===== src/rtl/core/vtdi_pkg.sv =====
`default_nettype none

package vtdi_pkg;

  // one stored corner: position, texture and normal attribute indexes
  typedef struct packed {
    logic [15:0] pos;
    logic [15:0] tex;
    logic [15:0] nrm;
  } tuple_t;

  localparam int TUPLE_W = 48;
  localparam int INDEX_W = 24;
  localparam int MODE_W  = 2;

  // attr_mode bits
  localparam int MODE_NRM_BIT = 0;
  localparam int MODE_TEX_BIT = 1;

  localparam logic [MODE_W-1:0]  MODE_RESET = 2'd3;
  localparam logic [INDEX_W-1:0] COUNT_MAX  = 24'hFFFFFF;

  typedef enum logic [1:0] {
    STAT_MATCH = 2'd0,
    STAT_NEW   = 2'd1,
    STAT_FULL  = 2'd2
  } status_t;

endpackage

`default_nettype wire


===== src/rtl/core/vtdi_tuple_match.sv =====
`default_nettype none

// compare a stored tuple with the request under the attribute mode
module vtdi_tuple_match (
  input  wire vtdi_pkg::tuple_t             stored,
  input  wire vtdi_pkg::tuple_t             probe,
  input  wire [vtdi_pkg::MODE_W-1:0]        mode,
  output logic                              hit
);
  import vtdi_pkg::*;

  logic nrm_ok;
  logic tex_ok;

  assign nrm_ok = !mode[MODE_NRM_BIT] || (stored.nrm == probe.nrm);
  assign tex_ok = !mode[MODE_TEX_BIT] || (stored.tex == probe.tex);
  assign hit    = (stored.pos == probe.pos) && nrm_ok && tex_ok;

endmodule

`default_nettype wire


===== config.mk =====
export PLATFORM = sky130hd
export DESIGN_NAME = vtdi_tuple_match
export DESIGN_NICKNAME = d
export VERILOG_FILES = /design/src/rtl/core/vtdi_pkg.sv /design/src/rtl/core/vtdi_tuple_match.sv
export SDC_FILE = /design/constraint.sdc
export NUM_CORES = 1
export LEC_CHECK = 0
export ABC_AREA = 1
export BUFFER_PORTS_ARGS = -buffer_cell sky130_fd_sc_hd__buf_2
export CAP_MARGIN = 10
export CORE_UTILIZATION = 34
export DETAILED_ROUTE_END_ITERATION = 12
export GPL_TIMING_DRIVEN = 0
export PLACE_DENSITY = 0.84
export SLEW_MARGIN = 10
export SYNTH_ARGS = -nofsm -noshare
export SYNTH_HDL_FRONTEND = slang
export SYNTH_SLANG_ARGS = --single-unit

===== constraint.sdc =====
create_clock -name vclk -period 1.1
set_input_delay 0.22 -clock vclk [all_inputs]
set_output_delay 0.22 -clock vclk [all_outputs]
set_load 0.03 [all_outputs]

==> metrics.cfg <==
[final_layout]
regArea_um2 = 0
clkbuf_count = 0
seq_cell_count = 0
final_area_mm2 = 0.001364
drive_gt1_frac = 0.3905
area_growth_pct = 70.85
nNetsFinal = 374
antenna_cells = 0

[yosys]
synth_top_family_by_area = simple AND/OR/NAND/NOR gates
avgSynthCellArea_um2 = 4.562
synth-seq-area-share = 0
syn_area_um2 = 798.3
synth_compound_area_frac = 0
synth_adder_area_share = 0
synth_simple_gate_area_share = 0.5313
synth_warnings = 0
syn-instance-count = 175
ys_types = 8
synth_xor_area_frac = 0.2853
muxShareOfSynthArea = 0
syn-num-nets = 273

[grt]
grt_pass1_vias = 896
overflow = 0
grt_max_degree = 3
gr-usage-all-layers = 0.1360
grt_pass1_wl_mm = 2.877
antenna_found_initial = 0

[floorplan]
die-area_mm2 = 0.002546
die_w_um = 50.46
die_y_um = 50.46
num_rows = 17
initial_utilization = 0.3609
io_pins = 99
coreArea_mm2 = 0.002212

[critical_path]
end_kind = output pin
worstPathArrival_ps = 1130
cp_max_fo = 2
start_kind = input pin
worstSetupPathType = in2out
crit_required_ps = 880

[sta]
holdWs_ps = 805.1
setup_viol = 1
max_slew_margin = 0.8775
drv_slew = 0
max_freq_mhz = 739.1
worst_slack_ps = -253.0
max_slew.worst_pin.slew_ps = 183.1
min_period_ps = 1353
fin_crit_sh = 1.230
hold_viol = 0
fin_setup_tns_ps = -253.0
rsz0062_at_grt = true

[pwr]
p_leak_uw = 0.0009047
cellPowerDensity_mw_per_mm2 = 317.8
total_power_uw = 433.4
ir_worst_vdd_mv = 0.2128

[detailed_routing]
post_drt_wl_per_cell_um = 6.758
drcViolationCount = 0
drtPass1Iterations = 6
drt-initial-drc-count = 13
routed_wl_mm = 2.041
vias = 1233
via_per_inst = 4.083
final_antenna_net_count = 0

[worst_hold_path]
min_path_type = in2out

[run]
cap_violations = 0

[placed_design]
gp_congestion = 0.6451
hpwl_mm = 1.950
placed_area_mm2 = 0.001334
port_buffers = 99

[clock_tree]
post-cts-setup-buffers = 0

[run_status]
outcome = finished, violations left
violations = negative setup slack

[cells in the mapped netlist]
cell / number / share of area
or2_2: 1 / 0.0078
nand3_1: 1 / 0.0063
inv_1: 39 / 0.18
nor2_2: 1 / 0.0078
xnor2_1: 26 / 0.29
nand2_1: 74 / 0.35
nand4_1: 2 / 0.016
nor2_1: 31 / 0.15
[power breakdown]
part | switching, uW | internal [uW] | leakage [uW]
combinational | 182 | 251 | 0.000905
clock | 0 | 0 | 0
sequential | 0 | 0 | 0
total | 182 | 251 | 0.000905
[worst max-delay path: stages]
cell and delay [ps]:
buf_2 100, inv_2 30, nand2_1 40, nand2_1 50, nor2_1 100, nand2_1 80
nor2_2 120, nand2_1 70, nand2_2 60, nand2_2 60, nor2_4 80, buf_6 130
[metal layers]
layer | track usage | wire length (um) | vias to the layer above | share of wire
li1 | - | - | 690 | -
met1 | 0.1183 | 717 | 489 | 0.35
met2 | 0.3178 | 1122 | 54 | 0.55
met3 | 0.02424 | 201 | 0 | 0.098
met4 | 0 | 0 | 0 | 0
met5 | 0 | 0 | - | 0
[cell type report]
type               instances  area [um^2]
well taps                 28        35.03
multi-input cells        136        674.4
inverters                 39        146.4
fillers                  237        848.3
repair buffers            99        508.0
[cells in the final DEF, fill, tap and decap left out]
cell	Yosys	routed
nand4_1	2	2
inv_1	39	38
buf_2	0	97
nand3_1	1	1
xnor2_1	26	25
nor2_1	31	29
nand2_1	74	72
nor2_2	1	2
nor2_4	0	1
buf_6	0	2
inv_2	0	1
xnor2_2	0	1
or2_2	1	1
nand2_2	0	2
[kinds of logic (layout without fill, tap and decap cells)]
kind of cell	count (synthesis)	after routing
and+or+nand+nor	110	110
xor gates and xnor gates	26	26
buffers and inverters	39	138
[path summary, 6_finish.rpt]
kind	start	to	slack [ps]	cells past startpoint
setup / recovery	stored[28]	hit	-250	12
hold / removal	mode[1]	hit	810	5
[through the flow]
step	util	instances	setup slack (ps)
after CTS	0.6109	302	-268.5
after detailed placement	0.6029	302	-341.1
after floorplan	-	175	-21.72
final	0.6165	302	-253.0
after global placement	0.6029	302	-331.4
after global routing	0.6165	302	-349.0
[timing repair]
item                                    in CTS  in global routing
hold buffers                                 0                  0
endpoints found under the setup margin       1                  1
gates resized for setup                      5                  4
pin swaps                                    2                  4
No activity file was read; power rests on OpenSTA's default activity.
